File: config.mk
export PLATFORM = sky130hd
export DESIGN_NAME = pngunf_out_fifo
export DESIGN_NICKNAME = d
export VERILOG_FILES = /design/src/sv/pngunf_pkg.sv /design/src/sv/pngunf_out_fifo.sv
export SDC_FILE = /design/constraint.sdc
export NUM_CORES = 1
export LEC_CHECK = 0
export ABC_AREA = 0
export BUFFER_PORTS_ARGS = -buffer_cell sky130_fd_sc_hd__buf_2
export CORE_MARGIN = 2
export CORE_UTILIZATION = 50
export DETAILED_ROUTE_END_ITERATION = 12
export GPL_TIMING_DRIVEN = 0
export PLACE_DENSITY_LB_ADDON = 0.05
export SLEW_MARGIN = 20
export SYNTH_ARGS = -nofsm -noshare
export SYNTH_HDL_FRONTEND = slang
export SYNTH_SLANG_ARGS = --single-unit
File: constraint.sdc
create_clock -name clk -period 2.1 [get_ports clk]
set_clock_uncertainty 0.15 [all_clocks]
set_input_delay 0.63 -clock clk [delete_from_list [all_inputs] [get_ports clk]]
set_output_delay 0.63 -clock clk [all_outputs]
set_load 0.01 [all_outputs]
File: src/sv/pngunf_pkg.sv
// Shared types, register indexes and constants of the PNG scanline unfilter core.
package pngunf_pkg;

  localparam int MAX_LINE_BYTES  = 8192;
  localparam int LINE_BYTES_W    = 14;
  localparam int PIXEL_BYTES_W   = 4;
  localparam int MAX_PIXEL_BYTES = 8;
  localparam int CFG_INDEX_W     = 2;
  localparam int CFG_DATA_W      = 14;
  localparam int OUT_QUEUE_DEPTH = 3;

  localparam logic [CFG_INDEX_W-1:0] REG_LINE_BYTES  = 2'd0;
  localparam logic [CFG_INDEX_W-1:0] REG_PIXEL_BYTES = 2'd1;

  typedef enum logic [2:0] {
    FILT_NONE  = 3'd0,
    FILT_SUB   = 3'd1,
    FILT_UP    = 3'd2,
    FILT_AVG   = 3'd3,
    FILT_PAETH = 3'd4
  } filt_t;

  typedef struct packed {
    logic [7:0] in_byte;
    logic       pass_start;
  } in_item_t;

  typedef struct packed {
    logic [7:0] out_byte;
    logic       line_end;
    logic       error;
  } out_item_t;

endpackage

File: src/sv/pngunf_out_fifo.sv
// Small result queue that decouples the reconstruction stage from the output handshake.
module pngunf_out_fifo (
  input  logic                  clk,
  input  logic                  rst,
  input  logic                  push,
  input  pngunf_pkg::out_item_t push_data,
  output logic                  out_valid,
  input  logic                  out_ready,
  output pngunf_pkg::out_item_t out_data,
  output logic [1:0]            count
);

  localparam logic [1:0] LAST_SLOT = 2'(pngunf_pkg::OUT_QUEUE_DEPTH - 1);

  pngunf_pkg::out_item_t slots [pngunf_pkg::OUT_QUEUE_DEPTH];
  logic [1:0]            wr_ptr;
  logic [1:0]            rd_ptr;
  logic                  pop;

  assign out_valid = (count != 2'd0);
  assign out_data  = slots[rd_ptr];
  assign pop       = out_valid && out_ready;

  always_ff @(posedge clk) begin
    if (rst) begin
      wr_ptr <= 2'd0;
      rd_ptr <= 2'd0;
      count  <= 2'd0;
    end else begin
      if (push) begin
        wr_ptr <= (wr_ptr == LAST_SLOT) ? 2'd0 : wr_ptr + 2'd1;
      end
      if (pop) begin
        rd_ptr <= (rd_ptr == LAST_SLOT) ? 2'd0 : rd_ptr + 2'd1;
      end
      if (push && !pop) begin
        count <= count + 2'd1;
      end else if (pop && !push) begin
        count <= count - 2'd1;
      end
    end
  end

  always_ff @(posedge clk) begin
    if (push) begin
      slots[wr_ptr] <= push_data;
    end
  end

endmodule

==> out/qor.txt <==
placed cell area: 0.00159 mm²
GRT overflow: 0
FF-to-FF Start: wr_ptr[1]$_SDFFE_PP0P_
fin. max-slew vios: 0
critical path buffer and inverter count: 2
clock latency on the worst-skew pair: 0.33 ns
First-pass DRT Iterations: 4
gr usage total: 18.2%
Port Buffers: 26
RSZ-0062 raised after global routing: true
PwrDens: 1030 mW/mm²
critical path arrival: 1.28 ns
chip height: 57.2 µm
Hold Path End: slots[1][1]$_DFFE_PP_
max incr delay on CP: 0.37 ns
synth-to-layout area growth: 18.6%
Die ar.: 0.00327 mm²
Distinct cells, synth: 21
ratio of cells with drive above 1 in the final layout: 33.6%
# setup viols final: 0
wire per inst: 15.4 µm
post-synth net total: 110
Yosys Warn Count: 0
max_cap viols: 0
#FFs+latches synth: 38
final wirelength: 2.50 mm
worst path cell trace: buf_6 > mux2i_1 > o21ai_1 > buf_2
most frequent cells in the layout: edfxtp_1 (30), buf_2 (27), nand2_1 (13), mux2i_1 (10), o21ai_0 (9)
Critical Path End Type: primary output
status: completed
Crit Path Category: flop to primary output
first-pass GRT wire length: 4.27 mm
First DRT Iteration DRCs: 49
# IOs: 27
Startpoint Class: flop
CTS Buf Count: 5
starting density of the core: 52.1%
H-tree Lvls: 2
clk buf depth: 2
reg2reg end: slots[2][5]$_DFFE_PP_
area occupied by multi-input gates: 340 µm²
R2R depth: 2
routability cong.: 0.634
class of the worst hold path: input port to flop
Die Width: 57.2 µm
CTS root buffer: clkbuf_4
CP max stage cell: dfxtp_2
r2r setup slk: 0.44 ns
Tot Pwr: 1.73 mW
final hold vios: 0
slew margin rel.: 40.2%
Worst path top cell family by delay: flip-flops
DR vias: 854
ant diodes: 0
syn avg cell area: 14.9 µm²
worst-path maximum fanout: 5
Cells on Worst Hold Path: 1
# DRC: 0
CP Data Required Time: 1.32 ns
vias in the first global route: 858
largest net degree at the start of global routing: 12
final net count: 145
placed wire-length estimate: 1.69 mm
initial antenna violation count: 0
FILL cells: 222
CTS tree: done
fin crit period: 2.06 ns
register area: 0.00106 mm²
commonest non-fill, non-tap cell in the layout: edfxtp_1
Worst VDD drop: 0.676 mV
Mapped Area: 0.00141 mm²
final std cell area, no fill: 0.00168 mm²
sequential cell area fraction in the yosys report: 75.1%
Via-to-Cell Ratio: 5.27
Sinks on Clock Net: 38
Tightest Pin Transition: 0.894 ns
Fmax achieved: 486 MHz
Core ar.: 0.00271 mm²
Cells after Synth: 95
remaining antenna violation count: 0
min-delay src: push_data[1]
Cell Rows: 19
Clk pin slew, worst setup/hold paths: 0.10 ns
Tcrit/Tclk final: 97.9%
Leakage: 0.618 nW
## worst register-to-register path: stages, from the launching register on
cell and delay [ns]:
dfxtp_1 0.39, nand2_1 0.07, nor2_1 0.67
## power breakdown
| part | total, mW | internal (mW) | switching (mW) |
|---|---|---|---|
| clock network | 0.376 | 0.162 | 0.214 |
| registers | 0.928 | 0.879 | 0.0488 |
| logic | 0.428 | 0.204 | 0.224 |
| total | 1.73 | 1.25 | 0.487 |
## synthesized netlist by cell type
library cell | instances | area (µm²)
mux2i_1 | 10 | 100
buf_2 | 1 | 5.00
or3b_1 | 1 | 8.76
or3_1 | 2 | 12.5
edfxtp_1 | 30 | 901
clkbuf_1 | 2 | 7.51
ha_1 | 1 | 12.5
o21ai_2 | 1 | 8.76
dfxtp_1 | 8 | 160
o21ai_0 | 11 | 55.1
a21oi_1 | 3 | 15.0
a21oi_2 | 1 | 8.76
o21ba_2 | 1 | 10.0
or2_2 | 1 | 6.26
nor2b_1 | 1 | 6.26
inv_1 | 1 | 3.75
nand2_1 | 13 | 48.8
xor2_1 | 2 | 17.5
and3b_1 | 1 | 8.76
nor2_1 | 3 | 11.3
nor3_1 | 1 | 5.00
## flip-flops by register name, indices dropped and copies added (netlist names), named ones only
signal  flops
count       2
wr_ptr      2
slots      30
rd_ptr      2
## stage by stage
step / util (%) / setup TNS [ns] / instances / setup WS [ns] / hold WS [ns]
2_1_floorplan: - / 0 / 95 / 0.0800 / 0.296
3_3_place_gp: 58.4 / -5.77 / 152 / -0.530 / 0.315
3_5_place_dp: 58.8 / 0 / 153 / 0.0459 / 0.327
4_1_cts: 61.7 / 0 / 162 / 0.0169 / 0.337
5_1_grt: 61.8 / -0.398 / 162 / -0.0616 / 0.323
6_report: 61.8 / 0 / 162 / 0.0437 / 0.346
## metal layers
layer | vias to the layer above | GRT usage, % | wire length [µm]
li1 | 424 | - | -
met1 | 404 | 22.0 | 995
met2 | 22 | 29.2 | 1330
met3 | 4 | 7.48 | 134
met4 | 0 | 6.98 | 42
met5 | - | 0 | 0
## how the worst max path moves through the flow
stage	depth (start not counted)	startpoint	slack, ns	end
floorplan	2	push	0.08	slots[0][0]$_DFFE_PP_
global placement	3	push	-0.53	slots[0][7]$_DFFE_PP_
detailed placement	3	push	0.05	slots[2][7]$_DFFE_PP_
CTS	4	flop	0.02	out_data[3]
global route	4	flop	-0.06	out_data[3]
finish	4	flop	0.04	out_data[3]
## final cells by class
type	count	area share, %
buffer	3	1.27
clock buffer	7	3.29
clock inverter	1	0.299
inverter	1	0.224
multi-input combinational	53	20.3
sequential	38	63.4
tap	31	2.32
timing repair buffer	28	8.89
## cells by family after synthesis
family          Yosys count  synth area share (%)
compound gates           17                  6.91
flops                    38                  75.1
buf+inv                   4                  1.15
xor+xnor                  2                  1.24
fa+ha+maj                 1                 0.886
simple gates             23                  7.62
mux                      10                  7.09
## timing repair
item / CTS / global route
hold buffers: 0 / 0
gates cloned: 1 / 0
setup buffers: 0 / 0
hold endpoints to repair: 0 / 0
endpoints found under the setup margin: 10 / 10
gates resized for setup: 6 / 4
Power figures use the tool's default switching activity.
