$ cat config.mk
export PLATFORM = sky130hd
export DESIGN_NAME = pngunf_recon
export DESIGN_NICKNAME = d
export VERILOG_FILES = /design/src/sv/pngunf_pkg.sv /design/src/sv/pngunf_recon.sv
export SDC_FILE = /design/constraint.sdc
export NUM_CORES = 1
export LEC_CHECK = 0
export ABC_AREA = 1
export BUFFER_PORTS_ARGS = -buffer_cell sky130_fd_sc_hd__buf_2
export CORE_UTILIZATION = 43
export DETAILED_ROUTE_END_ITERATION = 10
export PLACE_DENSITY_LB_ADDON = 0.1
export SYNTH_ARGS = -nofsm -noshare
export SYNTH_HDL_FRONTEND = slang
export SYNTH_SLANG_ARGS = --single-unit
$ cat constraint.sdc
create_clock -name vclk -period 15.21
set_clock_uncertainty 0.05 [all_clocks]
set_input_delay 0.7605 -clock vclk [all_inputs]
set_output_delay 0.7605 -clock vclk [all_outputs]
set_load 0.05 [all_outputs]
$ cat src/sv/pngunf_pkg.sv
// Shared types, register indexes and constants of the PNG scanline unfilter core.
package pngunf_pkg;

  localparam int MAX_LINE_BYTES  = 8192;
  localparam int LINE_BYTES_W    = 14;
  localparam int PIXEL_BYTES_W   = 4;
  localparam int MAX_PIXEL_BYTES = 8;
  localparam int CFG_INDEX_W     = 2;
  localparam int CFG_DATA_W      = 14;
  localparam int OUT_QUEUE_DEPTH = 3;

  localparam logic [CFG_INDEX_W-1:0] REG_LINE_BYTES  = 2'd0;
  localparam logic [CFG_INDEX_W-1:0] REG_PIXEL_BYTES = 2'd1;

  typedef enum logic [2:0] {
    FILT_NONE  = 3'd0,
    FILT_SUB   = 3'd1,
    FILT_UP    = 3'd2,
    FILT_AVG   = 3'd3,
    FILT_PAETH = 3'd4
  } filt_t;

  typedef struct packed {
    logic [7:0] in_byte;
    logic       pass_start;
  } in_item_t;

  typedef struct packed {
    logic [7:0] out_byte;
    logic       line_end;
    logic       error;
  } out_item_t;

endpackage

$ cat src/sv/pngunf_recon.sv
// Per-byte filter reconstruction: None, Sub, Up, Average and Paeth predictors.
module pngunf_recon (
  input  pngunf_pkg::filt_t filt,
  input  logic [7:0]        cur,
  input  logic [7:0]        a,
  input  logic [7:0]        b,
  input  logic [7:0]        c,
  output logic [7:0]        r
);

  logic signed [9:0] d_pa;
  logic signed [9:0] d_pb;
  logic signed [9:0] d_pc;
  logic [8:0]        pa;
  logic [8:0]        pb;
  logic [8:0]        pc;
  logic [8:0]        sum_ab;
  logic [7:0]        paeth;
  logic [7:0]        pred;

  always_comb begin
    d_pa = $signed({2'b00, b}) - $signed({2'b00, c});
    d_pb = $signed({2'b00, a}) - $signed({2'b00, c});
    d_pc = $signed({2'b00, a}) + $signed({2'b00, b}) - $signed({1'b0, c, 1'b0});
    pa = d_pa[9] ? 9'(-d_pa) : d_pa[8:0];
    pb = d_pb[9] ? 9'(-d_pb) : d_pb[8:0];
    pc = d_pc[9] ? 9'(-d_pc) : d_pc[8:0];
    if (pa <= pb && pa <= pc) begin
      paeth = a;
    end else if (pb <= pc) begin
      paeth = b;
    end else begin
      paeth = c;
    end
    sum_ab = {1'b0, a} + {1'b0, b};
    case (filt)
      pngunf_pkg::FILT_SUB:   pred = a;
      pngunf_pkg::FILT_UP:    pred = b;
      pngunf_pkg::FILT_AVG:   pred = sum_ab[8:1];
      pngunf_pkg::FILT_PAETH: pred = paeth;
      default:                pred = 8'd0;
    endcase
    r = cur + pred;
  end

endmodule

==> impl_metrics.env, run 1 <==
export IMPL_drt_wirelength_per_cell_um=13.14
export IMPL_vias=3808
export IMPL_hpwl_um=8931
export IMPL_io_buffers=43
export IMPL_seq_area_frac_synth=0
export IMPL_ant_nets=0
export IMPL_hold_path_class="input port to output pin"
export IMPL_status="finished, final reports clean"
export IMPL_syn_nets=717
export IMPL_post_route_drc_count=0
export IMPL_nNetsFinal=761
export IMPL_start_kind="input port"
export IMPL_period_minus_slack_ps=7388
export IMPL_grtUsageMet1=0.3209
export IMPL_grt_busiest_layer="met2"
export IMPL_post_place_ws_ps=7816
export IMPL_power_density_nw_per_um2=101.9
export IMPL_layout_common_cells="nand2_1 (153), inv_1 (124), ha_1 (64), buf_2 (43), nor2_1 (41)"
export IMPL_setup_viol=0
export IMPL_coreArea_um2=8175
export IMPL_post_cts_resized=0
export IMPL_diodes=0
export IMPL_max_freq_mhz=135.4
export IMPL_final_common_cell="nand2_1"
export IMPL_n_sequential_cell=0
export IMPL_combPwrFrac=1.000
export IMPL_synthDistinctLibCells=38
export IMPL_wl_um=9909
export IMPL_fin_crit_sh=0.4857
export IMPL_finalInstanceArea_um2=3955
export IMPL_pwr_share_seq=0
export IMPL_p_sw_uw=265.5
export IMPL_cp_max_fo=15
export IMPL_grt_setup_unrepaired="false"
export IMPL_area_growth_pct=9.000
export IMPL_grt_total_usage=0.2388
export IMPL_synth_top_area_cell="ha_1"
export IMPL_first_pass_iters=4
export IMPL_antenna_found_initial=0
export IMPL_dieWidth_um=93.86
export IMPL_num_rows=33
export IMPL_drive_gt1_frac=0.1448
export IMPL_start_util=0.4438
export IMPL_required_ps=14400
export IMPL_grt_overflow_total=0
export IMPL_vdd_ir_drop_worst_v=0.00002855
export IMPL_critPathTopFamily="adder cells"
export IMPL_slew_violations=0
export IMPL_crit_top_cell="nand2_1"
export IMPL_worst_slack_ps=7822
export IMPL_grt_pass1_vias=3724
export IMPL_dieArea_um2=8810
export IMPL_cp_end_kind="output pin"
export IMPL_yosysWarnings=0
export IMPL_intPower_uw=137.6
export IMPL_tns_ps=0
export IMPL_drt_iter0_drc=115
export IMPL_netlist_area_leader_share=0.2207
export IMPL_grt_max_degree=16
export IMPL_syn_area_per_cell_um2=5.978
export IMPL_critPathKind="input port to output pin"
export IMPL_cp_arrival_ps=6580
export IMPL_die_y_um=93.86
export IMPL_worst_path_buf_inv=7
export IMPL_hold_viol_final=0
export IMPL_ctsHoldBuffers=0
export IMPL_ff_latch_area_um2=0
export IMPL_grt_pass1_wl_um=16970
export IMPL_swShare=0.6586
export IMPL_routed_via_density=5.050
export IMPL_cts_setup_buffers=0
export IMPL_cap_violations=0
export IMPL_grtUsageMet2=0.4367
export IMPL_ioPinCount=43
export IMPL_final_util=0.4838
export IMPL_fill_cells=904
export IMPL_routabilityCongestion=0.8513
export IMPL_max_slew_worst_pin_slew_ps=615.0
export IMPL_crit_path_top_delay_cell="fa_1"
export IMPL_leakagePower_nw=2.342
export IMPL_max_stage_delay_ps=560
export IMPL_clock_buffers=0
export IMPL_netlist_area_um2=3628
export IMPL_placed_area_um2=3955
export IMPL_syn_inst=607
export IMPL_relSlewSlack=0.5868
export IMPL_clkPwrFrac=0
export IMPL_met3_usage=0.007282
export IMPL_yosys_top_cells_area="ha_1 (22%), nand2_1 (16%), inv_1 (13%)"
[synthesized netlist by cell type (8+ instances only)]
library cell and count:
a21oi_1 32, fa_1 11, ha_1 64, inv_1 124
inv_2 8, nand2_1 153, nand2_2 13, nand3_1 40
nand3b_1 10, nor2_1 41, o21ai_0 23, xnor2_1 9
xor2_1 14
[tightest hold or removal path, delay by kind of cell]
kind	cells	cell delay, ps
buf+inv	2	330
fa+ha+maj	1	120
[cell families after synthesis]
group,count (synthesis),share of synthesized area
buf+inv,133,0.1421
fa+ha+maj,75,0.2814
compound gates,87,0.1538
simple gates,289,0.3672
xor+xnor,23,0.05552
[power by group through the flow]
stage / sequential [mW] / combinational [mW] / clock [mW]
final: 0 / 0.403 / 0
after global routing: 0 / 0.456 / 0
after CTS: 0 / 0.402 / 0
after detailed placement: 0 / 0.400 / 0
after global placement: 0 / 0.393 / 0
after floorplan: 0 / 0.324 / 0
[layer usage]
metal / vias up / share of wire
met2: 68 / 0.47
li1: 2040 / -
met3: 6 / 0.030
met1: 1694 / 0.49
met5: - / 0
met4: 0 / 0.0061
[cell type report]
| type | instances | area [µm²] | share of cell area |
|---|---|---|---|
| inverters | 132 | 495.5 | 0.1253 |
| repair buffers | 43 | 215.2 | 0.05441 |
| multi-input cells | 474 | 3113 | 0.7871 |
| well taps | 105 | 131.4 | 0.03322 |
[final timing paths]
path                    from   end  slack (ps)  cells past startpoint
worst max-delay path    a[4]  r[6]        7820                     35
worst min-delay path  cur[0]  r[0]        1930                      3
[metrics by stage]
step           hold slack, ps  instances  total power, mW
6_report                 1927        754           0.4032
5_1_grt                  1932        754           0.4562
4_1_cts                  1924        754           0.4024
3_5_place_dp             1917        754           0.4002
3_3_place_gp             1911        754           0.3935
2_1_floorplan            1849        607           0.3235
Note: power is estimated with default switching activity, not from simulation.
==> run 2, diff against run 1 <==
==> constraint.sdc (replaced) <==
create_clock -name vclk -period 7.2
set_clock_uncertainty 0.05 [all_clocks]
set_input_delay 0.36 -clock vclk [all_inputs]
set_output_delay 0.36 -clock vclk [all_outputs]
set_load 0.05 [all_outputs]
==> run 2 against run 1 <==
Compared with the run above: global-route usage fell by 0.44 points; non-clock buffer count did not move; routed wire length fell by 1.2%; worst setup slack got worse by 7200 ps; first-iteration DRC count rose by 36%; cell area did not move; critical path depth rose by 6; critical path type unchanged; largest cell class unchanged.
==> impl_metrics.env, run 2 (synthesis results as in run 1) <==
export IMPL_drive_gt1_frac=0.1448
export IMPL_max_stage_delay_ps=550
export IMPL_start_kind="input port"
export IMPL_start_util=0.4438
export IMPL_hpwl_um=8873
export IMPL_layout_common_cells="nand2_1 (153), inv_1 (124), ha_1 (64), buf_2 (43), nor2_1 (41)"
export IMPL_grt_setup_unrepaired="false"
export IMPL_drt_iter0_drc=156
export IMPL_final_common_cell="nand2_1"
export IMPL_post_place_ws_ps=635.3
export IMPL_diodes=0
export IMPL_ioPinCount=43
export IMPL_grt_max_degree=16
export IMPL_setup_viol=0
export IMPL_hold_path_class="input port to output pin"
export IMPL_grt_pass1_wl_um=16630
export IMPL_post_route_drc_count=0
export IMPL_slew_violations=0
export IMPL_routabilityCongestion=0.8518
export IMPL_grt_overflow_total=0
export IMPL_cp_end_kind="output pin"
export IMPL_max_freq_mhz=152.1
export IMPL_first_pass_iters=6
export IMPL_worst_path_buf_inv=9
export IMPL_ctsHoldBuffers=0
export IMPL_area_growth_pct=9.000
export IMPL_ant_nets=0
export IMPL_grt_pass1_vias=3668
export IMPL_routed_via_density=5.065
export IMPL_dieArea_um2=8810
export IMPL_leakagePower_nw=2.342
export IMPL_cts_setup_buffers=0
export IMPL_critPathTopFamily="simple AND/OR/NAND/NOR gates"
export IMPL_critPathKind="input port to output pin"
export IMPL_clock_buffers=0
export IMPL_dp_cells=754
export IMPL_dieWidth_um=93.86
export IMPL_period_minus_slack_ps=6574
export IMPL_power_uw=849.4
export IMPL_vdd_ir_drop_worst_v=0.00005931
export IMPL_coreArea_um2=8175
export IMPL_fin_cells=754
export IMPL_vias=3819
export IMPL_hold_start="cur[0]"
export IMPL_max_slew_worst_pin_slew_ps=561.6
export IMPL_ff_latch_area_um2=0
export IMPL_tns_ps=0
export IMPL_grt_total_usage=0.2343
export IMPL_n_sequential_cell=0
export IMPL_relSlewSlack=0.6227
export IMPL_hold_path_end="r[0]"
export IMPL_worst_slack_ps=625.7
export IMPL_cap_violations=0
export IMPL_final_util=0.4838
export IMPL_wl_um=9793
export IMPL_crit_path_top_delay_cell="fa_1"
export IMPL_hold_viol_final=0
export IMPL_status="finished, final reports clean"
export IMPL_fin_crit_sh=0.9131
export IMPL_num_rows=33
export IMPL_power_density_nw_per_um2=214.8
export IMPL_io_buffers=43
export IMPL_cp_arrival_ps=6160
export IMPL_nNetsFinal=761
export IMPL_post_cts_resized=0
export IMPL_antenna_found_initial=0
export IMPL_min_path_cells=3
export IMPL_required_ps=6790
export IMPL_drt_wirelength_per_cell_um=12.99
export IMPL_cp_max_fo=15
export IMPL_die_y_um=93.86
## run 2: cell counts in the layout (fill, tap and decap cells not counted)
No cell type changed its count.
## run 2: worst max path at each step
stage	slack, ps	depth (start not counted)	start	end
after floorplan	1280	32	a[2]	r[6]
after global placement	720	34	a[4]	r[6]
after detailed placement	640	41	a[4]	r[7]
after CTS	630	41	a[4]	r[7]
after global routing	90	41	a[4]	r[7]
final	630	41	a[4]	r[7]
## run 2: area by class of cell
class / instances / area (µm²)
multi-input cells: 474 / 3113
well taps: 105 / 131.4
repair buffers: 43 / 215.2
fillers: 897 / 4220
inverters: 132 / 495.5
## run 2: metal layers
| layer | routed length, µm | GRT usage | vias to the layer above |
|---|---|---|---|
| li1 | - | - | 2039 |
| met1 | 4727 | 0.3142 | 1690 |
| met2 | 4624 | 0.4325 | 84 |
| met3 | 350 | 0.004045 | 6 |
| met4 | 89 | 0.01795 | 0 |
| met5 | 0 | 0 | - |
## run 2: power breakdown
| part | switching, mW | internal (mW) |
|---|---|---|
| clock network | 0 | 0 |
| logic | 0.560 | 0.290 |
| registers | 0 | 0 |
## run 2: per-stage QoR
step / instance area, µm² / hold WS (ps)
detailed placement: 3955 / 1118
CTS: 3955 / 1124
finish: 3955 / 1121
global route: 3955 / 1133
floorplan: 3628 / 1048
global placement: 3955 / 1110
## run 2: tightest hold or removal path, stage by stage
cell	delay [ps]
buf_2	80
ha_1	120
buf_2	250
==> run 3, diff against run 2 <==
--- a/config.mk
+++ b/config.mk
@@ -9,7 +9,6 @@
 export BUFFER_PORTS_ARGS = -buffer_cell sky130_fd_sc_hd__buf_2
 export CORE_UTILIZATION = 43
 export DETAILED_ROUTE_END_ITERATION = 10
-export PLACE_DENSITY_LB_ADDON = 0.1
 export SYNTH_ARGS = -nofsm -noshare
 export SYNTH_HDL_FRONTEND = slang
 export SYNTH_SLANG_ARGS = --single-unit
==> run 3 against run 2 <==
Compared with the run above: non-clock buffer count did not move; power fell by 0.32%; worst hold slack better by 4.0 ps; die area unchanged; cell count stayed put; global-route usage increased by 0.42 points; fmax up 1.2%; combinational power hardly changed; critical path depth unchanged; count of clock-buffer cells in the layout stayed put; sequential share of layout area is the same; worst setup slack better by 78 ps.
==> impl_metrics.env, run 3 (synthesis results as in run 1) <==
export IMPL_required_ps=6790
export IMPL_final_common_cell="nand2_1"
export IMPL_status="finished, final reports clean"
export IMPL_io_buffers=43
export IMPL_drive_gt1_frac=0.1448
export IMPL_max_slew_worst_pin_slew_ps=643.7
export IMPL_hold_viol_final=0
export IMPL_vias=3849
export IMPL_hold_start="cur[0]"
export IMPL_area_growth_pct=9.000
export IMPL_nNetsFinal=761
export IMPL_start_util=0.4438
export IMPL_fin_crit_sh=0.9023
export IMPL_hold_path_class="input port to output pin"
export IMPL_drt_iter0_drc=150
export IMPL_max_stage_delay_ps=540
export IMPL_clock_buffers=0
export IMPL_grt_setup_unrepaired="false"
export IMPL_cts_setup_buffers=0
export IMPL_routed_via_density=5.105
export IMPL_layout_common_cells="nand2_1 (153), inv_1 (124), ha_1 (64), buf_2 (43), nor2_1 (41)"
export IMPL_max_freq_mhz=153.9
export IMPL_drt_wirelength_per_cell_um=13.12
export IMPL_n_sequential_cell=0
export IMPL_hold_path_end="r[0]"
export IMPL_wl_um=9891
export IMPL_leakagePower_nw=2.342
export IMPL_grt_overflow_total=0
export IMPL_cap_violations=0
export IMPL_period_minus_slack_ps=6496
export IMPL_post_route_drc_count=0
export IMPL_post_cts_resized=0
export IMPL_tns_ps=0
export IMPL_ant_nets=0
export IMPL_routabilityCongestion=0.8826
export IMPL_fill_cells=896
export IMPL_start_kind="input port"
export IMPL_min_path_cells=3
export IMPL_cp_max_fo=15
export IMPL_dieWidth_um=93.86
export IMPL_grt_pass1_wl_um=16920
export IMPL_ff_latch_area_um2=0
export IMPL_coreArea_um2=8175
export IMPL_ctsHoldBuffers=0
export IMPL_die_y_um=93.86
export IMPL_grt_max_degree=16
export IMPL_setup_viol=0
export IMPL_first_pass_iters=4
export IMPL_multi_input_comb_area_um2=3113
export IMPL_cp_end_kind="output pin"
export IMPL_crit_path_top_delay_cell="fa_1"
export IMPL_vdd_ir_drop_worst_v=0.00006395
export IMPL_power_density_nw_per_um2=214.1
export IMPL_critPathKind="input port to output pin"
export IMPL_cp_arrival_ps=6090
export IMPL_grt_pass1_vias=3687
export IMPL_dieArea_um2=8810
export IMPL_antenna_found_initial=0
export IMPL_grt_total_usage=0.2385
export IMPL_diodes=0
export IMPL_final_util=0.4838
export IMPL_ioPinCount=43
export IMPL_num_rows=33
export IMPL_slew_violations=0
export IMPL_relSlewSlack=0.5676
export IMPL_hpwl_um=8972
==> run 3: worst max path at each step <==
stage | from | depth (start not counted) | endpoint | slack, ps
detailed placement | a[4] | 41 | r[7] | 740
finish | a[4] | 41 | r[7] | 700
global placement | a[4] | 41 | r[7] | 800
global route | a[2] | 41 | r[7] | 110
CTS | a[4] | 41 | r[7] | 710
floorplan | a[2] | 32 | r[6] | 1280
==> run 3: through the flow <==
step | power [mW] | hold slack (ps) | area (µm²) | std cells | setup WS, ps
finish | 0.8467 | 1125 | 3955 | 754 | 703.7
global route | 0.9685 | 1155 | 3955 | 754 | 107.1
CTS | 0.8469 | 1125 | 3955 | 754 | 710.4
detailed placement | 0.8425 | 1124 | 3955 | 754 | 737.2
global placement | 0.8312 | 1130 | 3955 | 754 | 795.9
floorplan | 0.6835 | 1048 | 3628 | 607 | 1284
==> run 3: final cells by class <==
class,count,share of cell area
multi-input cells,474,0.7871
well taps,105,0.03322
inverters,132,0.1253
repair buffers,43,0.05441
==> run 3: where the power goes <==
part	internal (mW)	leakage (nW)	total, mW	switching, mW
logic	0.289	2.34	0.847	0.557
clock network	0	0	0	0
registers	0	0	0	0
total	0.289	2.34	0.847	0.557
==> run 3: routing by layer <==
metal  track usage  up-vias  share of wire  wire length, µm
met1        0.3241     1727           0.50             4922
met3      0.002427        2          0.033              324
met5             0        -              0                0
met2        0.4422       72           0.47             4621
met4      0.005128        0         0.0023               23
li1              -     2048              -                -
==> run 3: worst max-delay path, delay by kind of cell <==
| kind | cells | cell delay (ps) |
|---|---|---|
| AO/OA/AOI/OAI | 9 | 1360 |
| adder cells (fa/ha/maj) | 4 | 1530 |
| AND/OR/NAND/NOR | 17 | 1590 |
| buffers and inverters | 9 | 860 |
| XOR/XNOR | 2 | 360 |
